File: src/design/focuser_command_protocol_top_assert.svh
// Assertion macros for the focuser command protocol block.
`ifndef FOCUSER_COMMAND_PROTOCOL_TOP_ASSERT_SVH
`define FOCUSER_COMMAND_PROTOCOL_TOP_ASSERT_SVH
`ifndef NO_ASSERTIONS
// Check a property on every clock edge outside reset.
`define FCP_ASSERT(lbl, clk_i, rst_n_i, prop) \
	lbl: assert property (@(posedge clk_i) disable iff (!rst_n_i) prop) \
	else $error("fcp assertion failed");
// Check a property on every clock edge, reset included.
`define FCP_ASSERT_ALWAYS(lbl, clk_i, prop) \
	lbl: assert property (@(posedge clk_i) prop) else $error("fcp assertion failed");
`else
`define FCP_ASSERT(lbl, clk_i, rst_n_i, prop)
`define FCP_ASSERT_ALWAYS(lbl, clk_i, prop)
`endif
`endif

File: src/design/fcp_pkg.sv
// Types, constants and helper functions of the focuser command protocol block.
package fcp_pkg;
	localparam int unsigned LINE_CHARS_DEF = 7;
	localparam int unsigned HOME_TARGET_DEF = 8000;
	localparam int unsigned VAL_W = 20;

	localparam logic [7:0] CH_COLON = 8'h3A;
	localparam logic [7:0] CH_HASH = 8'h23;
	localparam logic [7:0] CH_CR = 8'h0D;
	localparam logic [7:0] CH_LF = 8'h0A;

	localparam logic [15:0] KEY_GP = 16'h4750;
	localparam logic [15:0] KEY_GN = 16'h474E;
	localparam logic [15:0] KEY_GC = 16'h4743;
	localparam logic [15:0] KEY_ZX = 16'h5A58;
	localparam logic [15:0] KEY_GH = 16'h4748;
	localparam logic [15:0] KEY_GI = 16'h4749;
	localparam logic [15:0] KEY_GD = 16'h4744;
	localparam logic [15:0] KEY_GV = 16'h4756;
	localparam logic [15:0] KEY_GT = 16'h4754;
	localparam logic [15:0] KEY_SC = 16'h5343;
	localparam logic [15:0] KEY_YX = 16'h5958;
	localparam logic [15:0] KEY_SF = 16'h5346;
	localparam logic [15:0] KEY_SH = 16'h5348;
	localparam logic [15:0] KEY_FQ = 16'h4651;
	localparam logic [15:0] KEY_FG = 16'h4647;
	localparam logic [15:0] KEY_FI = 16'h4649;
	localparam logic [15:0] KEY_FO = 16'h464F;
	localparam logic [15:0] KEY_SD = 16'h5344;
	localparam logic [15:0] KEY_SP = 16'h5350;
	localparam logic [15:0] KEY_RS = 16'h5253;
	localparam logic [15:0] KEY_SN = 16'h534E;
	localparam logic [15:0] KEY_PH = 16'h5048;

	localparam logic [VAL_W-1:0] FW_VERSION = 20'h00010;
	localparam logic [VAL_W-1:0] TEMP_STUB = 20'd20;

	localparam logic KIND_CHAR = 1'b0;
	localparam logic KIND_STEP = 1'b1;

	typedef enum logic [3:0] {
		ST_IDLE, ST_TICK, ST_TICK_DEC, ST_PARSE, ST_EXEC,
		ST_TGT_DN, ST_TGT_UP, ST_HEX, ST_ECHO
	} state_t;

	typedef enum logic {ALU_ADD, ALU_SUB} alu_op_t;

	typedef struct packed {
		alu_op_t          op;
		logic [VAL_W-1:0] a;
		logic [VAL_W-1:0] b;
	} alu_req_t;

	typedef struct packed {
		logic [VAL_W-1:0] y;
		logic             borrow;
	} alu_rsp_t;

	typedef struct packed {
		logic       valid;
		logic       kind;
		logic [7:0] ch;
		logic       up;
		logic [2:0] spd;
		logic       last;
	} beat_t;

	// Hex digit value of a character: {valid, nibble}.
	function automatic logic [4:0] hex_val(input logic [7:0] c);
		logic [4:0] r;
		r = 5'd0;
		if (c >= 8'h30 && c <= 8'h39) r = {1'b1, 4'(c - 8'h30)};
		else if (c >= 8'h41 && c <= 8'h46) r = {1'b1, 4'(c - 8'h37)};
		else if (c >= 8'h61 && c <= 8'h66) r = {1'b1, 4'(c - 8'h57)};
		return r;
	endfunction

	function automatic logic [7:0] upper(input logic [7:0] c);
		return (c >= 8'h61 && c <= 8'h7A) ? c - 8'd32 : c;
	endfunction

	function automatic logic [7:0] hex_char(input logic [3:0] d);
		return (d < 4'd10) ? 8'h30 + {4'd0, d} : 8'h37 + {4'd0, d};
	endfunction

	// Digits to print: significant nibbles, at least min_d.
	function automatic logic [2:0] hex_digits(input logic [VAL_W-1:0] v,
			input logic [2:0] min_d);
		logic [2:0] n;
		n = 3'd1;
		if (v[19:16] != 4'd0) n = 3'd5;
		else if (v[15:12] != 4'd0) n = 3'd4;
		else if (v[11:8] != 4'd0) n = 3'd3;
		else if (v[7:4] != 4'd0) n = 3'd2;
		return (n < min_d) ? min_d : n;
	endfunction
endpackage

File: src/design/fcp_alu.sv
// Shared 20-bit add/subtract unit with borrow out.
module fcp_alu (
	input  fcp_pkg::alu_req_t req,
	output fcp_pkg::alu_rsp_t rsp
);
	import fcp_pkg::*;

	logic [VAL_W:0] sum;

	// Add or subtract, keep the borrow of a subtraction
	always_comb begin
		unique case (req.op)
			ALU_ADD: sum = {1'b0, req.a} + {1'b0, req.b};
			ALU_SUB: sum = {1'b0, req.a} - {1'b0, req.b};
			default: sum = '0;
		endcase
		rsp.y = sum[VAL_W-1:0];
		rsp.borrow = (req.op == ALU_SUB) ? sum[VAL_W] : 1'b0;
	end
endmodule

File: src/design/focuser_command_protocol_top.sv
// Top level of the focuser command protocol block: sequencer, state and output beat.
//
// A serial byte is taken while the sequencer is idle. A '#' that closes a
// frame of two or more characters then runs a sequence: the parse state
// reads the value digits, the decode state acts on the command, then any reply
// characters (up to six) are sent or the target states work out a new target.
// A motor tick steps the position and then counts down the steps left, or
// ends without either when motion is stopped or finished.
// The 20-bit add/subtract unit is shared by the target compare, the position
// step and the step count, and the sequencer handles one item at a time;
// in_stall is high while it works, which takes in waiting on out_stall before a beat is loaded.
module focuser_command_protocol_top #(
	parameter int unsigned LINE_CHARS = fcp_pkg::LINE_CHARS_DEF,
	parameter int unsigned HOME_TARGET = fcp_pkg::HOME_TARGET_DEF
) (
	input  logic       clk,
	input  logic       arst_n,
	input  logic       in_valid,
	output logic       in_stall,
	input  logic       cmd,
	input  logic [7:0] rx_byte,
	output logic       out_valid,
	input  logic       out_stall,
	output logic       kind,
	output logic [7:0] reply_char,
	output logic       step_up,
	output logic [2:0] step_speed,
	output logic       last
);
	import fcp_pkg::*;

	localparam int unsigned IDX_W = $clog2(LINE_CHARS);
	localparam int unsigned LEN_W = $clog2(LINE_CHARS + 1);

	state_t state_q, state_d;
	logic [7:0] buf_q [LINE_CHARS];
	logic [LEN_W-1:0] len_q, idx_q;
	logic [VAL_W-1:0] last_value_q, position_q, target_q, steps_q, acc_q, rv_q;
	logic moving_up_q, running_q, half_step_q, echo_q;
	logic [2:0] speed_q, dig_q;
	logic [15:0] coeff_q, max_steps_q;
	logic out_valid_q;
	beat_t out_q, beat;
	alu_req_t alu_req;
	alu_rsp_t alu_rsp;
	logic out_free, accept;
	logic [4:0] hv;
	logic [15:0] key;
	logic [7:0] cur_ch;

	fcp_alu u_alu (.req(alu_req), .rsp(alu_rsp));

	assign out_free = !out_valid_q || !out_stall;
	assign in_stall = (state_q != ST_IDLE);
	assign accept = in_valid && !in_stall;
	assign cur_ch = buf_q[idx_q[IDX_W-1:0]];
	assign hv = hex_val(cur_ch);
	assign key = {upper(buf_q[0]), upper(buf_q[1])};

	// Next state
	always_comb begin
		state_d = state_q;
		unique case (state_q)
			ST_IDLE: begin
				if (accept) begin
					if (cmd) state_d = ST_TICK;
					else if (rx_byte == CH_HASH && len_q >= LEN_W'(2)) state_d = ST_PARSE;
				end
			end
			ST_TICK: begin
				if (!running_q || steps_q == '0) state_d = ST_IDLE;
				else if (out_free) state_d = ST_TICK_DEC;
			end
			ST_TICK_DEC: state_d = ST_IDLE;
			ST_PARSE: begin
				if (!(idx_q < len_q && hv[4])) state_d = ST_EXEC;
			end
			ST_EXEC: begin
				priority case (key)
					KEY_GP, KEY_GN, KEY_GC, KEY_ZX, KEY_GH, KEY_GI, KEY_GD, KEY_GV,
					KEY_GT: state_d = ST_HEX;
					KEY_FI, KEY_FO: state_d = ST_ECHO;
					KEY_SN, KEY_PH: state_d = ST_TGT_DN;
					default: state_d = ST_IDLE;
				endcase
			end
			ST_TGT_DN: state_d = alu_rsp.borrow ? ST_TGT_UP : ST_IDLE;
			ST_TGT_UP: state_d = ST_IDLE;
			ST_HEX: begin
				if (out_free && dig_q == 3'd0) state_d = ST_IDLE;
			end
			ST_ECHO: begin
				if (out_free && echo_q) state_d = ST_IDLE;
			end
			default: state_d = ST_IDLE;
		endcase
	end

	// Shared unit operands and the beat to send
	always_comb begin
		alu_req = '{op: ALU_SUB, a: steps_q, b: VAL_W'(1)};
		beat = '0;
		unique case (state_q)
			ST_TICK: begin
				alu_req = '{op: moving_up_q ? ALU_ADD : ALU_SUB, a: position_q, b: VAL_W'(1)};
				beat = '{valid: running_q && steps_q != '0 && out_free, kind: KIND_STEP,
					ch: 8'd0, up: moving_up_q, spd: speed_q, last: 1'b1};
			end
			ST_TGT_DN: alu_req = '{op: ALU_SUB, a: position_q, b: target_q};
			ST_TGT_UP: alu_req = '{op: ALU_SUB, a: target_q, b: position_q};
			ST_HEX: begin
				beat.valid = out_free;
				beat.kind = KIND_CHAR;
				beat.last = (dig_q == 3'd0);
				unique case (dig_q)
					3'd1: beat.ch = hex_char(rv_q[3:0]);
					3'd2: beat.ch = hex_char(rv_q[7:4]);
					3'd3: beat.ch = hex_char(rv_q[11:8]);
					3'd4: beat.ch = hex_char(rv_q[15:12]);
					3'd5: beat.ch = hex_char(rv_q[19:16]);
					default: beat.ch = CH_HASH;
				endcase
			end
			ST_ECHO: begin
				beat.valid = out_free;
				beat.kind = KIND_CHAR;
				beat.ch = echo_q ? buf_q[1] : buf_q[0];
				beat.last = echo_q;
			end
			default: ;
		endcase
	end

	// Control state
	always_ff @(posedge clk or negedge arst_n) begin
		if (!arst_n) begin
			state_q <= ST_IDLE;
			len_q <= '0;
			last_value_q <= '0;
			position_q <= '0;
			target_q <= '0;
			steps_q <= '0;
			moving_up_q <= 1'b1;
			running_q <= 1'b0;
			half_step_q <= 1'b0;
			speed_q <= 3'd1;
			coeff_q <= 16'd1;
			max_steps_q <= '0;
			out_valid_q <= 1'b0;
		end else begin
			state_q <= state_d;
			// hold the beat while stalled, load a new one when sent
			if (beat.valid) out_valid_q <= 1'b1;
			else if (!out_stall) out_valid_q <= 1'b0;
			unique case (state_q)
				ST_IDLE: begin
					// clear on ':' or a short frame's '#'; a long frame keeps its length
					if (accept && !cmd) begin
						if (rx_byte == CH_COLON || (rx_byte == CH_HASH && len_q < LEN_W'(2)))
							len_q <= '0;
						else if (rx_byte != CH_HASH && rx_byte != CH_CR && rx_byte != CH_LF &&
								len_q < LEN_W'(LINE_CHARS))
							len_q <= len_q + LEN_W'(1);
					end
				end
				ST_TICK: begin
					if (running_q && steps_q == '0) running_q <= 1'b0;
					else if (running_q && out_free) position_q <= alu_rsp.y;
				end
				ST_TICK_DEC: steps_q <= alu_rsp.y;
				ST_PARSE: begin
					if (!(idx_q < len_q && hv[4]) && len_q > LEN_W'(2))
						last_value_q <= acc_q;
				end
				ST_EXEC: begin
					len_q <= '0;
					priority case (key)
						KEY_SC: coeff_q <= last_value_q[15:0];
						KEY_YX: max_steps_q <= last_value_q[15:0];
						KEY_SF: half_step_q <= 1'b0;
						KEY_SH: half_step_q <= 1'b1;
						KEY_FQ: running_q <= 1'b0;
						KEY_FG: running_q <= 1'b1;
						KEY_SD: begin
							if (last_value_q >= VAL_W'(2) && last_value_q <= VAL_W'(32)) begin
								priority if (last_value_q[5]) speed_q <= 3'd5;
								else if (last_value_q[4]) speed_q <= 3'd4;
								else if (last_value_q[3]) speed_q <= 3'd3;
								else if (last_value_q[2]) speed_q <= 3'd2;
								else speed_q <= 3'd1;
							end
						end
						KEY_SP: position_q <= last_value_q;
						KEY_RS: position_q <= '0;
						KEY_SN: target_q <= last_value_q;
						KEY_PH: begin
							target_q <= VAL_W'(HOME_TARGET);
							running_q <= 1'b1;
						end
						default: ;
					endcase
				end
				ST_TGT_DN: begin
					if (!alu_rsp.borrow) begin
						moving_up_q <= 1'b0;
						steps_q <= alu_rsp.y;
					end
				end
				ST_TGT_UP: begin
					moving_up_q <= 1'b1;
					steps_q <= alu_rsp.y;
				end
				default: ;
			endcase
		end
	end

	// Payload: line buffer, parse and reply registers, output beat
	always_ff @(posedge clk) begin
		if (beat.valid) out_q <= beat;
		unique case (state_q)
			ST_IDLE: begin
				if (accept && !cmd && rx_byte != CH_COLON && rx_byte != CH_HASH &&
						rx_byte != CH_CR && rx_byte != CH_LF && len_q < LEN_W'(LINE_CHARS))
					buf_q[len_q[IDX_W-1:0]] <= rx_byte;
				idx_q <= LEN_W'(2);
				acc_q <= '0;
			end
			ST_PARSE: begin
				if (idx_q < len_q && hv[4]) begin
					acc_q <= {acc_q[VAL_W-5:0], hv[3:0]};
					idx_q <= idx_q + LEN_W'(1);
				end
			end
			ST_EXEC: begin
				echo_q <= 1'b0;
				priority case (key)
					KEY_GP: begin rv_q <= position_q; dig_q <= hex_digits(position_q, 3'd1); end
					KEY_GN: begin rv_q <= target_q; dig_q <= hex_digits(target_q, 3'd1); end
					KEY_GC: begin
						rv_q <= VAL_W'(coeff_q);
						dig_q <= hex_digits(VAL_W'(coeff_q), 3'd2);
					end
					KEY_ZX: begin
						rv_q <= VAL_W'(max_steps_q);
						dig_q <= hex_digits(VAL_W'(max_steps_q), 3'd4);
					end
					KEY_GH: begin rv_q <= VAL_W'(half_step_q); dig_q <= 3'd2; end
					KEY_GI: begin rv_q <= VAL_W'(running_q); dig_q <= 3'd2; end
					KEY_GD: begin
						rv_q <= VAL_W'(9'd2 << (speed_q - 3'd1));
						dig_q <= hex_digits(VAL_W'(9'd2 << (speed_q - 3'd1)), 3'd2);
					end
					KEY_GV: begin rv_q <= FW_VERSION; dig_q <= 3'd2; end
					KEY_GT: begin rv_q <= TEMP_STUB; dig_q <= 3'd2; end
					default: ;
				endcase
			end
			ST_HEX: begin
				if (out_free && dig_q != 3'd0) dig_q <= dig_q - 3'd1;
			end
			ST_ECHO: begin
				if (out_free) echo_q <= 1'b1;
			end
			default: ;
		endcase
	end

	assign out_valid = out_valid_q;
	assign kind = out_q.kind;
	assign reply_char = out_q.ch;
	assign step_up = out_q.up;
	assign step_speed = out_q.spd;
	assign last = out_q.last;

`include "focuser_command_protocol_top_assert.svh"
	`FCP_ASSERT(a_len_bound, clk, arst_n, len_q <= LEN_W'(LINE_CHARS))
	`FCP_ASSERT(a_speed_range, clk, arst_n, speed_q >= 3'd1 && speed_q <= 3'd5)
	`FCP_ASSERT(a_step_when_running, clk, arst_n, beat.valid && beat.kind == KIND_STEP |-> running_q && steps_q != '0)
	`FCP_ASSERT(a_tick_counts_down, clk, arst_n, state_q == ST_TICK_DEC |=> steps_q == $past(steps_q) - VAL_W'(1))
	`FCP_ASSERT_ALWAYS(a_idle_in_reset, clk, !arst_n |-> state_q == ST_IDLE && !out_valid_q)
endmodule
File: config.mk
export PLATFORM = sky130hd
export DESIGN_NAME = focuser_command_protocol_top
export DESIGN_NICKNAME = d
export VERILOG_FILES = /design/src/design/fcp_pkg.sv /design/src/design/fcp_alu.sv /design/src/design/focuser_command_protocol_top.sv
export VERILOG_INCLUDE_DIRS = /design/src /design/src/design
export SDC_FILE = /design/constraint.sdc
export NUM_CORES = 1
export LEC_CHECK = 0
export ABC_AREA = 1
export BUFFER_PORTS_ARGS = -buffer_cell sky130_fd_sc_hd__buf_4
export CAP_MARGIN = 20
export CORE_MARGIN = 1
export CORE_UTILIZATION = 37
export DETAILED_ROUTE_END_ITERATION = 10
export GPL_TIMING_DRIVEN = 0
export MAX_ROUTING_LAYER = met4
export PLACE_DENSITY = 0.57
export SLEW_MARGIN = 40
export SYNTH_ARGS = -nofsm -noshare
export SYNTH_HDL_FRONTEND = slang
export SYNTH_SLANG_ARGS = --single-unit
File: constraint.sdc
create_clock -name clk -period 4.07 [get_ports clk]
set_input_delay 0.407 -clock clk [delete_from_list [all_inputs] [get_ports clk]]
set_output_delay 0.407 -clock clk [all_outputs]
set_load 0.005 [all_outputs]
### After elaboration in Yosys (flattened, before gate mapping)

Memories as Yosys holds them, arrays and structs flattened. A register that Yosys moved wholly into a read port is not among the register bits.
Cells that the tools add are included.
W data, S select, Z words.

| operators by class | value |
|---|---|
| $add $sub $neg | 21 |
| shifts and indexed selects | 1 |
| multiply operators | 0 |
| reduce and logical (&&, ||, !) cells | 92 |
| divide/modulo/power cells | 0 |
| $lt $le $gt $ge | 27 |
| bitwise operators | 1 |
| mux-type cells | 99 |
| equal/unequal tests | 60 |

Operators by type and width:

| kind | count |
|---|---|
| $eq A16 B15 Y1 const B | 22 |
| $pmux W20 S2 | 5 |
| $pmux W20 S9 | 1 |
| $pmux W41 S3 | 1 |
| $mux W3 | 32 |
| $mux W20 | 4 |
| $reduce_bool A4 Y1 | 19 |
| $add A6 B4 Y7 const A | 10 |
| $pmux W21 S2 | 1 |
| $mux W7 | 5 |
| $pmux W7 S5 | 1 |
| $ge A8 B7 Y1 const B | 4 |
| $le A8 B7 Y1 const B | 4 |
| $mux W4 | 8 |
| $pmux W10 S3 | 1 |
| $pmux W4 S7 | 1 |
| $logic_and A1 B1 Y1 | 27 |
| $mux W2 | 12 |
| $mux W8 | 3 |
| $ne A2 B2 Y1 const B | 12 |
| $add A20 B20 Y21 | 1 |
| $sub A20 B20 Y21 | 1 |
| $ge A20 B2 Y1 const B | 1 |
| $le A20 B6 Y1 const B | 1 |
| 54 further kinds | 124 |

| storage, ports and cells | value |
|---|---|
| input port bits | 13 |
| bits in latches | 0 |
| output and inout bits | 16 |
| memories | 1 |
| bits in read-only memories | 0 |
| register bits | 187 |
| memory bits (writable) | 56 |
| logic and storage cells | 325 |

Memory list:

| name | words | bits a word | rd ports | clocked after memory_dff | write ports | RTL line | source |
|---|---|---|---|---|---|---|---|
| buf_q | 7 | 8 | 3 | 1 | 1 | focuser_command_protocol_top.sv:36 | `logic [7:0] buf_q [LINE_CHARS];` |

### Depth between registers and ports, before layout

Gate-level depths: netlist (run 1).

| logic depth | value |
|---|---|
| word-level depth | 13 |
| depth in mapped cells | 26 |
| gate-level depth less buffers | 24 |

### Hierarchy

A second synthesis (run 1) with hierarchy kept.

| second synthesis, totals | value |
|---|---|
| cell total of the unflattened synthesis | 1885 |
| area total of the unflattened synthesis | 14950.6 µm² |

By module, submodules not included:

| module | times used | area an instance (µm²) | cells each |
|---|---|---|---|
| focuser_command_protocol_top | 1 | 13063.8 | 1522 |
| fcp_alu | 1 | 1886.8 | 363 |

### Least setup slack after synthesis (run 1)

No wires, ideal clock.

| path | value |
|---|---|
| kind | register to register |
| start point | reg state_q[2] |
| end point | reg steps_q[7] |
| stages on the path, launching flop included | 27 |
| arrival | 3524 ps |
| slack | 417 ps |
| cells stage by stage | dfrtp_1 inv_1 nor2_1 inv_1 nor2_1 clkbuf_1 inv_1 o22ai_1 inv_1 ha_1 nor2_1 a221oi_1 ha_1 nand2_1 inv_1 nand2_1 nor3_1 nand4_1 nand3_1 nand3_1 nand3_1 nand2_1 nand2_1 inv_1 buf_2 nand2_1 o21ai_0 |

| on the way | value |
|---|---|
| longest elaborated chain between the ends | 7 |

RTL lines:

| what | RTL line | source |
|---|---|---|
| start: declaration | focuser_command_protocol_top.sv:35 | `state_t state_q, state_d;` |
| start signal: assignment | focuser_command_protocol_top.sv:151 | `state_q <= state_d;` |
| $eq A4 B3 Y1 or $eq A4 B1 Y1 (tied branches) | focuser_command_protocol_top.sv:103, focuser_command_protocol_top.sv:155 |  |
| $pmux W41 S3 | focuser_command_protocol_top.sv:103 | `unique case (state_q)` |
| $sub A20 B20 Y21 (tied with other cells) | fcp_alu.sv:14 | `ALU_SUB: sum = {1'b0, req.a} - {1'b0, req.b};` |
| $pmux W21 S2 | fcp_alu.sv:12 | `unique case (req.op)` |
| $mux W1 | fcp_alu.sv:18 | `rsp.borrow = (req.op == ALU_SUB) ? sum[VAL_W] : 1'b0;` |
| $ne A2 B2 Y1 (no source line) | -- |  |
| $reduce_and A2 Y1 (no source line) | -- |  |
| end signal: assignment | focuser_command_protocol_top.sv:170 | `ST_TICK_DEC: steps_q <= alu_rsp.y;` |
| end signal: assignment | focuser_command_protocol_top.sv:206 | `steps_q <= alu_rsp.y;` |
| end signal: assignment | focuser_command_protocol_top.sv:211 | `steps_q <= alu_rsp.y;` |
| end: declaration | focuser_command_protocol_top.sv:38 | `logic [VAL_W-1:0] last_value_q, position_q, target_q, steps_q, acc_q, rv_q;` |

Several ways; a longest one is shown, not always the timed one. The select of a mux whose other input is x is not followed.
A chain may end at the register's enable or synchronous reset.

### Worst setup path after layout (run 1)

| path | value |
|---|---|
| start point | reg state_q[1] |
| end point | reg position_q[15] |

| on the way | value |
|---|---|
| longest elaborated chain between the ends | 7 |

RTL lines:

| what | RTL line | source |
|---|---|---|
| $eq A4 B3 Y1 or $eq A4 B1 Y1 (tied branches) | focuser_command_protocol_top.sv:103, focuser_command_protocol_top.sv:155 |  |
| $pmux W41 S3 | focuser_command_protocol_top.sv:103 |  |
| $sub A20 B20 Y21 (tied with other cells) | fcp_alu.sv:14 |  |
| $pmux W21 S2 | fcp_alu.sv:12 |  |
| $mux W20 | focuser_command_protocol_top.sv:168 | `else if (running_q && out_free) position_q <= alu_rsp.y;` |
| $mux W20 | focuser_command_protocol_top.sv:167 | `if (running_q && steps_q == '0) running_q <= 1'b0;` |
| $pmux W20 S2 | focuser_command_protocol_top.sv:155 | `unique case (state_q)` |
| end signal: assignment | focuser_command_protocol_top.sv:168 |  |
| end signal: assignment | focuser_command_protocol_top.sv:193 | `KEY_SP: position_q <= last_value_q;` |
| end: declaration | focuser_command_protocol_top.sv:38 |  |

Several ways; a longest one is shown, not always the timed one. The select of a mux whose other input is x is not followed.

==> results of run 1 <==
-- logic make-up (layout without fill, tap and decap cells) --
group           count (synthesis)  after routing
simple gates                  651            652
fa+ha+maj                      43             43
other cells                     1              8
buf+inv                       294            398
mux                             1              1
compound gates                409            409
xor+xnor                       17             17
flops                         254            254
-- cells in the final DEF (no fill, tap or decap), drive strengths merged, types with 5 or more instances in the layout --
| cell type | instances |
|---|---|
| nor3 | 24 |
| a221oi | 29 |
| xor2 | 10 |
| ha | 42 |
| o21ai | 161 |
| dfrtp | 123 |
| xnor2 | 7 |
| clkbuf | 65 |
| a22oi | 11 |
| o211ai | 21 |
| nand4 | 33 |
| a21oi | 89 |
| conb | 8 |
| bufinv | 5 |
| nand3 | 68 |
| nor4 | 17 |
| edfxtp | 125 |
| o221ai | 18 |
| buf | 74 |
| o22ai | 42 |
| nor2 | 189 |
| clkinv | 10 |
| a211oi | 8 |
| inv | 239 |
| a21o | 5 |
| nand2 | 316 |
-- flip-flops by register name, summed over array words and instances (netlist names), 4 cells and up, named ones only --
name	count
acc_q	20
buf_q	64
coeff_q	16
last_value_q	20
max_steps_q	16
position_q	20
reply_char	8
rv_q	20
state_q	4
steps_q	20
target_q	20
-- cell type report --
cell class                 instances  area [µm²]  area share [%]
buffer                            55         298            1.80
clock buffer                      39         816            4.93
clock inverter                    19         251            1.52
inverter                         239         900            5.44
multi-input combinational       1130        6290            38.0
sequential                       254        6970            42.1
tap                              511         639            3.86
timing repair buffer              46         375            2.27
-- metal layers --
layer	global-route usage (%)	share of wire [%]	routed length [µm]	vias to the layer above
li1	-	-	-	5925
met5	-	0	0	-
met4	6.12	2.3	1080	0
met2	39.1	46	21600	354
met3	2.49	5.0	2340	63
met1	34.0	46	21600	6113
-- where the power goes --
part,internal [mW],switching (mW)
clock network,1.75,1.18
logic,1.93,3.80
registers,3.23,0.391
-- metrics by stage --
stage / utilization, % / TNS (ps) / std cells / setup WS, ps / total power, mW
after global placement: 39.9 / -29040 / 2216 / -1110 / 8.85
after floorplan: - / 0 / 1677 / 417 / 7.13
after CTS: 43.4 / 0 / 2284 / 8.64 / 12.0
final: 43.9 / 0 / 2293 / 157 / 12.3
after detailed placement: 40.1 / -31060 / 2218 / -1190 / 8.90
after global routing: 43.9 / -190 / 2293 / -37.1 / 13.0
-- what timing repair did --
item                                    in CTS  in global routing
pin swaps                                   11                 15
buffers inserted                             6                  9
endpoints found under the setup margin      38                 32
cloned                                       1                  0
resized for setup                           38                 35
hold endpoints to repair                    60                  0
hold buffers                                 1                  0
-- critical path: cells and delay by family, from the launching register on --
family	cells	cell delay [ps]
adders and majority gates	2	510
xor gates and xnor gates	1	220
buffers and inverters	5	550
AOI/OAI and AO/OA	5	750
DFF	1	450
and+or+nand+nor	6	1300
-- worst min-delay path by stage --
stage	startpoint	to	slack, ps	depth (start not counted)
after global placement	moving_up_q	moving_up_q	450	2
after CTS	rx_byte[6]	buf_q[6][6]	60	1
after floorplan	arst_n	coeff_q[10]	110	0
after global routing	rx_byte[6]	buf_q[5][6]	70	1
final	rx_byte[7]	buf_q[3][7]	80	1
after detailed placement	arst_n	steps_q[6]	400	1
==> results.json, run 1 <==
{
  "post-route-period-util_pct": 96.1,
  "timing.slew.headroom_pct": 42.0,
  "synth_ff_type": "edfxtp_1",
  "cts-buffers-inserted": 31,
  "yosysSeqAreaShare_pct": 49.3,
  "p_leak_nw": 7.12,
  "vias_per_cell": 5.43,
  "setup_violations": 0,
  "r2r_slack_ps": 160,
  "clkSinkCount": 254,
  "finalHoldViolCount": 0,
  "synth.avg_cell_area_um2": 8.46,
  "hold_class": "input pin to flip-flop",
  "power.density_nw_per_um2": 742,
  "synth_compound_area_share_pct": 17.7,
  "tightest_slew_ps": 870,
  "diodes": 0,
  "start_util_pct": 37.5,
  "finalInstanceArea_um2": 16500,
  "grt_pass1_wl_um": 71100,
  "htree_levels": 1,
  "slowest_stage": "nor4_1",
  "fillers": 3806,
  "grt-ovfl-total": 0,
  "ios": 29,
  "synthMuxAreaShare_pct": 0.0708,
  "cts_root_buf": "clkbuf_16",
  "drcViolationCount": 0,
  "grt_max_degree": 66,
  "cpMostUsedCell": "inv_1",
  "synth_fa_ha_area_share_pct": 3.86,
  "worst_clock_skew_ps": 21.8,
  "crit_chain": "nor2_1 -> inv_1 -> nor2_4 -> buf_8 -> inv_1 -> o22ai_1 -> inv_1 -> ha_4 -> nor2_4 -> a221oi_2 -> ha_1 -> buf_4 -> nand2_1 -> nor4_1 -> a21oi_2 -> o21bai_1 -> xor2_1 -> nand2_1 -> a22oi_1",
  "netlist_top_cells_area": "edfxtp_1 (27%), dfrtp_1 (22%), nand2_1 (8.3%)",
  "die_w_um": 197,
  "area_growth_pct": 17.0,
  "synth_area_leader_cell": "edfxtp_1",
  "synth_top_family_by_area": "simple AND/OR/NAND/NOR gates",
  "clock.fmax_mhz": 256,
  "grtUsageTotal_pct": 24.7,
  "antenna_left": 0,
  "place_hpwl_um": 36000,
  "first_iter_violations": 1094,
  "worstSetupStartpoint": "state_q[1]",
  "max-cap-violations": 0,
  "finalCriticalPeriod_ps": 3910,
  "yosys.area.top_type_share_pct": 26.6,
  "synthXorXnorAreaFrac_pct": 1.05,
  "slowest_delay_ps": 490,
  "avgRoutedWirePerCell_um": 20.3,
  "synth_edf_count": 125,
  "status": "completed",
  "core_um2": 37700,
  "drive_gt1_share_pct": 12.0,
  "placementRows": 71,
  "die_y_um": 197,
  "endpoint": "position_q[15]",
  "first_global_vias": 12100,
  "synth.most_common_cell": "nand2_1",
  "synth_area_um2": 14100,
  "synth-simple-area-share_pct": 19.7,
  "synth_common_cells": "nand2_1 (311), inv_1 (229), nor2_1 (184), o21ai_0 (130), edfxtp_1 (125)",
  "cp.required_ps": 4560,
  "endpoint_kind": "flip-flop",
  "portBuffers": 28,
  "crit-reg2reg-launch": "state_q[1]",
  "postSynth.asyncResetShare_pct": 49.6,
  "r2r_cells": 19,
  "slew_viol_final": 0,
  "path_class": "flip-flop to flip-flop",
  "grt_antenna_before_repair": 0,
  "place_area_um2": 15100,
  "wl_um": 46700,
  "path_clk_slew_ps": 70,
  "ys_ff_latch": 254,
  "yosys_warnings": 0,
  "num_vias": 12500,
  "irDropWorstVdd_uv": 424,
  "dr.pass1.iters": 8,
  "tritoncts": "built",
  "whs_ps": 81.1,
  "cp_max_fo": 6,
  "r2r_end": "position_q[15]",
  "cts_max_path_buffers": 3,
  "synth_cell_types": 59,
  "final_nets": 1813,
  "arrival_ps": 4400,
  "die-area_um2": 39000,
  "syn_inst": 1670,
  "startpoint_type": "flip-flop",
  "routabilityCongestion": 0.971,
  "clock_latency_ps": 600
}
Note: power is estimated with default switching activity, not from simulation.
==> run 2: changes to the inputs <==
Clock period 4.07 ns to 5.05 ns, I/O delays scaled along.
==> run 2 against run 1 <==
Effect of this change: wire length down 1.2%; global-route usage fell by 0.13 points; via count shrank 0.83%; maximum frequency is 17% lower; flip-flop and latch count unchanged; die area did not move; critical path depth grew 7; first-iteration DRC count is 6.0% lower; critical path type unchanged; largest cell class unchanged.
==> results.json, run 2 (synthesis gave the netlist of run 1 again) <==
{
  "pre_cts_ws_ps": -210,
  "cp_max_fo": 10,
  "worst_clock_skew_ps": 22.7,
  "htree_levels": 1,
  "cts_root_buf": "clkbuf_16",
  "slew_viol_final": 0,
  "path_clk_slew_ps": 70,
  "arrival_ps": 5150,
  "routabilityCongestion": 0.971,
  "fin_cells": 2276,
  "path_class": "flip-flop to flip-flop",
  "irDropWorstVdd_uv": 291,
  "core_um2": 37700,
  "layout_common_cells": "nand2_1 (309), inv_1 (229), nor2_1 (179)",
  "final_common_cell": "nand2_1",
  "hold_class": "input pin to flip-flop",
  "final_util_pct": 43.0,
  "tightest_slew_ps": 851,
  "status": "completed",
  "grt_antenna_before_repair": 0,
  "setup_ws_ps": 345,
  "diodes": 0,
  "finalPower_mw": 9.56,
  "start_util_pct": 37.5,
  "grt-ovfl-total": 0,
  "max-cap-violations": 0,
  "grt_pass1_wl_um": 70700,
  "endpoint_kind": "flip-flop",
  "clkSinkCount": 254,
  "drcViolationCount": 0,
  "cp.required_ps": 5490,
  "timing.slew.headroom_pct": 43.3,
  "first_global_vias": 12000,
  "p_leak_nw": 6.98,
  "power.density_nw_per_um2": 590,
  "die-area_um2": 39000,
  "finalCriticalPeriod_ps": 4710,
  "grtUsageTotal_pct": 24.6,
  "die_w_um": 197,
  "tritoncts": "built",
  "use_met1_pct": 33.8,
  "place_hpwl_um": 36000,
  "setup_violations": 0,
  "startpoint_type": "flip-flop",
  "dp.cells": 2218,
  "area_growth_pct": 14.6,
  "grt_max_degree": 66,
  "final_nets": 1796,
  "cts_max_path_buffers": 3,
  "wl_um": 46100,
  "die_y_um": 197,
  "antenna_left": 0,
  "post-route-period-util_pct": 93.2,
  "placementRows": 71,
  "grt_util_met2_pct": 38.3,
  "cts-buffers-inserted": 31,
  "drive_gt1_share_pct": 9.07,
  "clock.fmax_mhz": 213,
  "dr.pass1.iters": 5,
  "vias_per_cell": 5.43,
  "first_iter_violations": 1028,
  "met3_usage_pct": 2.51,
  "avgRoutedWirePerCell_um": 20.2,
  "rsz0062_at_grt": "no",
  "clock_latency_ps": 600,
  "largest_reg_flops": 64,
  "ios": 29,
  "num_vias": 12400,
  "busiest_layer": "met2",
  "finalHoldViolCount": 0,
  "portBuffers": 28
}
[run 2: cell count changes in the layout (fill, tap and decap cells not counted), sizes merged]
cell / delta
buf: -18
clkbuf: +2
nor2: -1
[run 2: path summary, 6_finish.rpt]
path | from | endpoint | cells past startpoint | slack, ps
hold / removal | rx_byte[7] | buf_q[3][7] | 1 | 180
max in group asynchronous | arst_n | coeff_q[0] | 3 | 3820
hold reg to reg | moving_up_q | moving_up_q | 2 | 470
setup / recovery | state_q[2] | steps_q[8] | 26 | 340
min in group asynchronous | arst_n | steps_q[6] | 2 | 480
setup reg to reg | state_q[2] | steps_q[8] | 26 | 340
[run 2: worst max-delay path: stages, from the launching register on]
cell and delay [ps]:
dfrtp_1 390, inv_1 80, nor2_1 90, inv_1 80
nor2_1 330, clkbuf_2 340, inv_1 90, o22ai_1 120
inv_1 70, ha_1 230, nor2_4 280, a221oi_1 120
ha_1 390, nand2_1 90, inv_1 100, nand2_1 90
nor3_1 290, nand4_1 140, nand3_1 170, nand3_1 120
nand3_1 90, nand2_1 90, nand2_2 220, inv_1 150
buf_2 230, nand2_1 70, o21ai_0 70
[run 2: report_power, final]
part | switching [mW] | internal, mW
combinational | 2.93 | 1.38
clock | 0.941 | 1.41
sequential | 0.309 | 2.60
[run 2: what timing repair did]
action,4_1_cts,5_1_grt
endpoints found under the setup margin,18,19
buffers inserted,0,0
hold buffers,1,0
hold endpoints to repair,60,0
gates resized for setup,2,8
[run 2: layer usage]
layer	wire [µm]	vias to the layer above
met1	21600	6060
met5	0	-
met3	2220	70
li1	-	5883
met4	1230	0
met2	21000	339
[run 2: final cells by class]
type | count | area (µm²)
fillers | 3838 | 21500
flip-flops and latches | 254 | 6970
multi-input cells | 1129 | 6100
inverters | 239 | 900
clock buffers | 39 | 816
well taps | 511 | 639
plain buffers | 54 | 265
repair buffers | 31 | 263
clock inverters | 19 | 251
[run 2: metrics by stage]
| stage | hold WS [ps] | instance area [µm²] | TNS, ps |
|---|---|---|---|
| 6_report | 179 | 16200 | 0 |
| 5_1_grt | 169 | 16200 | 0 |
| 3_3_place_gp | 448 | 15000 | -1520 |
| 2_1_floorplan | 209 | 14200 | 0 |
| 3_5_place_dp | 454 | 15100 | -2880 |
| 4_1_cts | 158 | 16200 | 0 |
==> run 3: changes to the inputs <==
Settings changed: ABC_AREA 1 to default.
==> run 3 against run 2 <==
Effect of this change: worst setup slack got worse by 38 ps; clock skew shrank 11 ps; sequential share of layout area increased by 1.2 points; cell area fell by 2.8%; global-route usage down 2.0 points; total power decreased by 14%; maximum frequency down 0.80%; clock power down 15%; largest power group unchanged; highest routed layer unchanged.
==> results.json, run 3 <==
{
  "path_class": "flip-flop to flip-flop",
  "place_hpwl_um": 30900,
  "start_util_pct": 37.7,
  "drive_gt1_share_pct": 16.0,
  "dr.pass1.iters": 7,
  "clock.fmax_mhz": 211,
  "core_um2": 36700,
  "netlist_top_cells_area": "edfxtp_1 (27%), dfrtp_1 (22%), mux2_2 (4.3%)",
  "htree_levels": 1,
  "worst_clock_skew_ps": 11.3,
  "finalCriticalPeriod_ps": 4740,
  "endpoint_kind": "flip-flop",
  "ios": 29,
  "cp.required_ps": 5490,
  "synth_area_um2": 13800,
  "placementRows": 70,
  "synth.most_common_cell": "nand2_1",
  "postSynth.asyncResetShare_pct": 49.6,
  "num_vias": 10700,
  "grtUsageTotal_pct": 22.5,
  "avgRoutedWirePerCell_um": 22.8,
  "timing.slew.headroom_pct": 39.9,
  "die_y_um": 195,
  "clkSinkCount": 254,
  "cts_root_buf": "clkbuf_16",
  "dp.cells": 1748,
  "post-route-period-util_pct": 93.9,
  "tritoncts": "built",
  "final_nets": 1368,
  "antenna_left": 0,
  "diodes": 0,
  "yosys_warnings": 0,
  "area_growth_pct": 13.9,
  "status": "completed",
  "cts-buffers-inserted": 28,
  "whs_ps": 214,
  "yosys.area.top_type_share_pct": 27.1,
  "first_global_vias": 10400,
  "grt_pass1_wl_um": 63300,
  "arrival_ps": 5190,
  "max-cap-violations": 0,
  "vias_per_cell": 5.92,
  "final_common_cell": "nand2_1",
  "tns_ps": 0,
  "rsz0062_at_grt": "no",
  "first_iter_violations": 937,
  "yosysSeqAreaShare_pct": 50.4,
  "irDropWorstVdd_uv": 330,
  "hold_class": "input pin to flip-flop",
  "layout_common_cells": "nand2_1 (128), edfxtp_1 (125), dfrtp_1 (123)",
  "synth_cell_types": 86,
  "die_w_um": 195,
  "fin_cells": 1802,
  "synth.avg_cell_area_um2": 11.1,
  "finalHoldViolCount": 0,
  "grt-ovfl-total": 0,
  "largest_reg_flops": 64,
  "setup_violations": 0,
  "die-area_um2": 38100,
  "grt_antenna_before_repair": 0,
  "synth_area_leader_cell": "edfxtp_1",
  "routabilityCongestion": 1.03,
  "wl_um": 41100,
  "synth_common_cells": "nand2_1 (128), edfxtp_1 (125), dfrtp_1 (123), nor2_1 (68), o21ai_0 (58)",
  "cp_max_fo": 10,
  "ys_ff_latch": 254,
  "p_leak_nw": 6.29,
  "finalInstanceArea_um2": 15800,
  "portBuffers": 28,
  "synth_ff_type": "edfxtp_1",
  "place_area_um2": 14700,
  "grt_max_degree": 70,
  "startpoint_type": "flip-flop",
  "syn_inst": 1244,
  "clock_latency_ps": 560,
  "slew_viol_final": 0,
  "tightest_slew_ps": 888,
  "drcViolationCount": 0,
  "path_clk_slew_ps": 60,
  "synth_edf_count": 125,
  "cts_max_path_buffers": 3,
  "power.density_nw_per_um2": 520
}
==> run 3: worst paths after layout <==
path / startpoint / cells past startpoint / slack [ps] / to
setup / recovery: state_q[1] / 18 / 310 / steps_q[17]
hold / removal: rx_byte[4] / 1 / 210 / buf_q[7][4]
setup reg to reg: state_q[1] / 18 / 310 / steps_q[17]
hold reg to reg: acc_q[18] / 1 / 450 / last_value_q[18]
max in group asynchronous: arst_n / 3 / 3820 / coeff_q[0]
min in group asynchronous: arst_n / 2 / 460 / steps_q[19]
==> run 3: repair_timing <==
item	in CTS	in global routing
hold buffers	1	0
gates resized for setup	8	21
endpoints found under the hold margin	55	0
pin swaps	0	2
setup buffers	0	2
endpoints found under the setup margin	25	22
==> run 3: worst max-delay path, cell delays in order, from the launching register on <==
cell and delay (ps):
dfrtp_1 480, nand2b_2 310, nor2_1 180, clkbuf_2 250, a22oi_1 120, ha_1 250, a31oi_4 250, a221oi_1 90
ha_1 380, nor2b_1 160, o21ai_0 110, a21oi_1 230, o211ai_1 230, a211oi_4 400, a21o_1 220, a21oi_1 110
o22ai_1 220, buf_4 260, mux2_2 350
==> run 3: routing by layer <==
layer  track usage [%]  up-vias  wire (µm)
met5                 -        -          0
met2              34.9      374      19000
li1                  -     4891          -
met3              3.40       83       2450
met4              7.93        0       1460
met1              30.1     5314      18200
==> run 3: cells by family after synthesis <==
| group | Yosys count | share of synthesized area, % |
|---|---|---|
| AND/OR/NAND/NOR | 377 | 13.9 |
| AO/OA/AOI/OAI | 324 | 16.4 |
| flip-flops | 254 | 50.4 |
| buffers and inverters | 110 | 3.45 |
| multiplexers | 105 | 9.96 |
| adder cells (fa/ha/maj) | 43 | 3.95 |
| XOR/XNOR | 30 | 1.90 |
| other | 1 | 0.0271 |
==> run 3: final cells by class <==
cell class	count	area, µm²
buffer	57	295
multi-input combinational	887	6520
sequential	254	6970
inverter	51	191
tap	468	586
clock inverter	5	36.3
clock buffer	47	863
timing repair buffer	33	285
fill	3454	20900
==> run 3: through the flow <==
stage                     setup WS [ps]  total power [mW]  util (%)
after floorplan                     835              5.09         -
final                               307              8.19      42.9
after detailed placement           -512              6.13      40.2
after CTS                          10.4              8.17      42.7
after global routing               4.24              8.73      42.9
after global placement             -848              6.07      39.9
==> run 3: report_power, final <==
group | switching (mW) | internal, mW
clock | 0.839 | 1.16
sequential | 0.339 | 2.52
combinational | 2.00 | 1.33
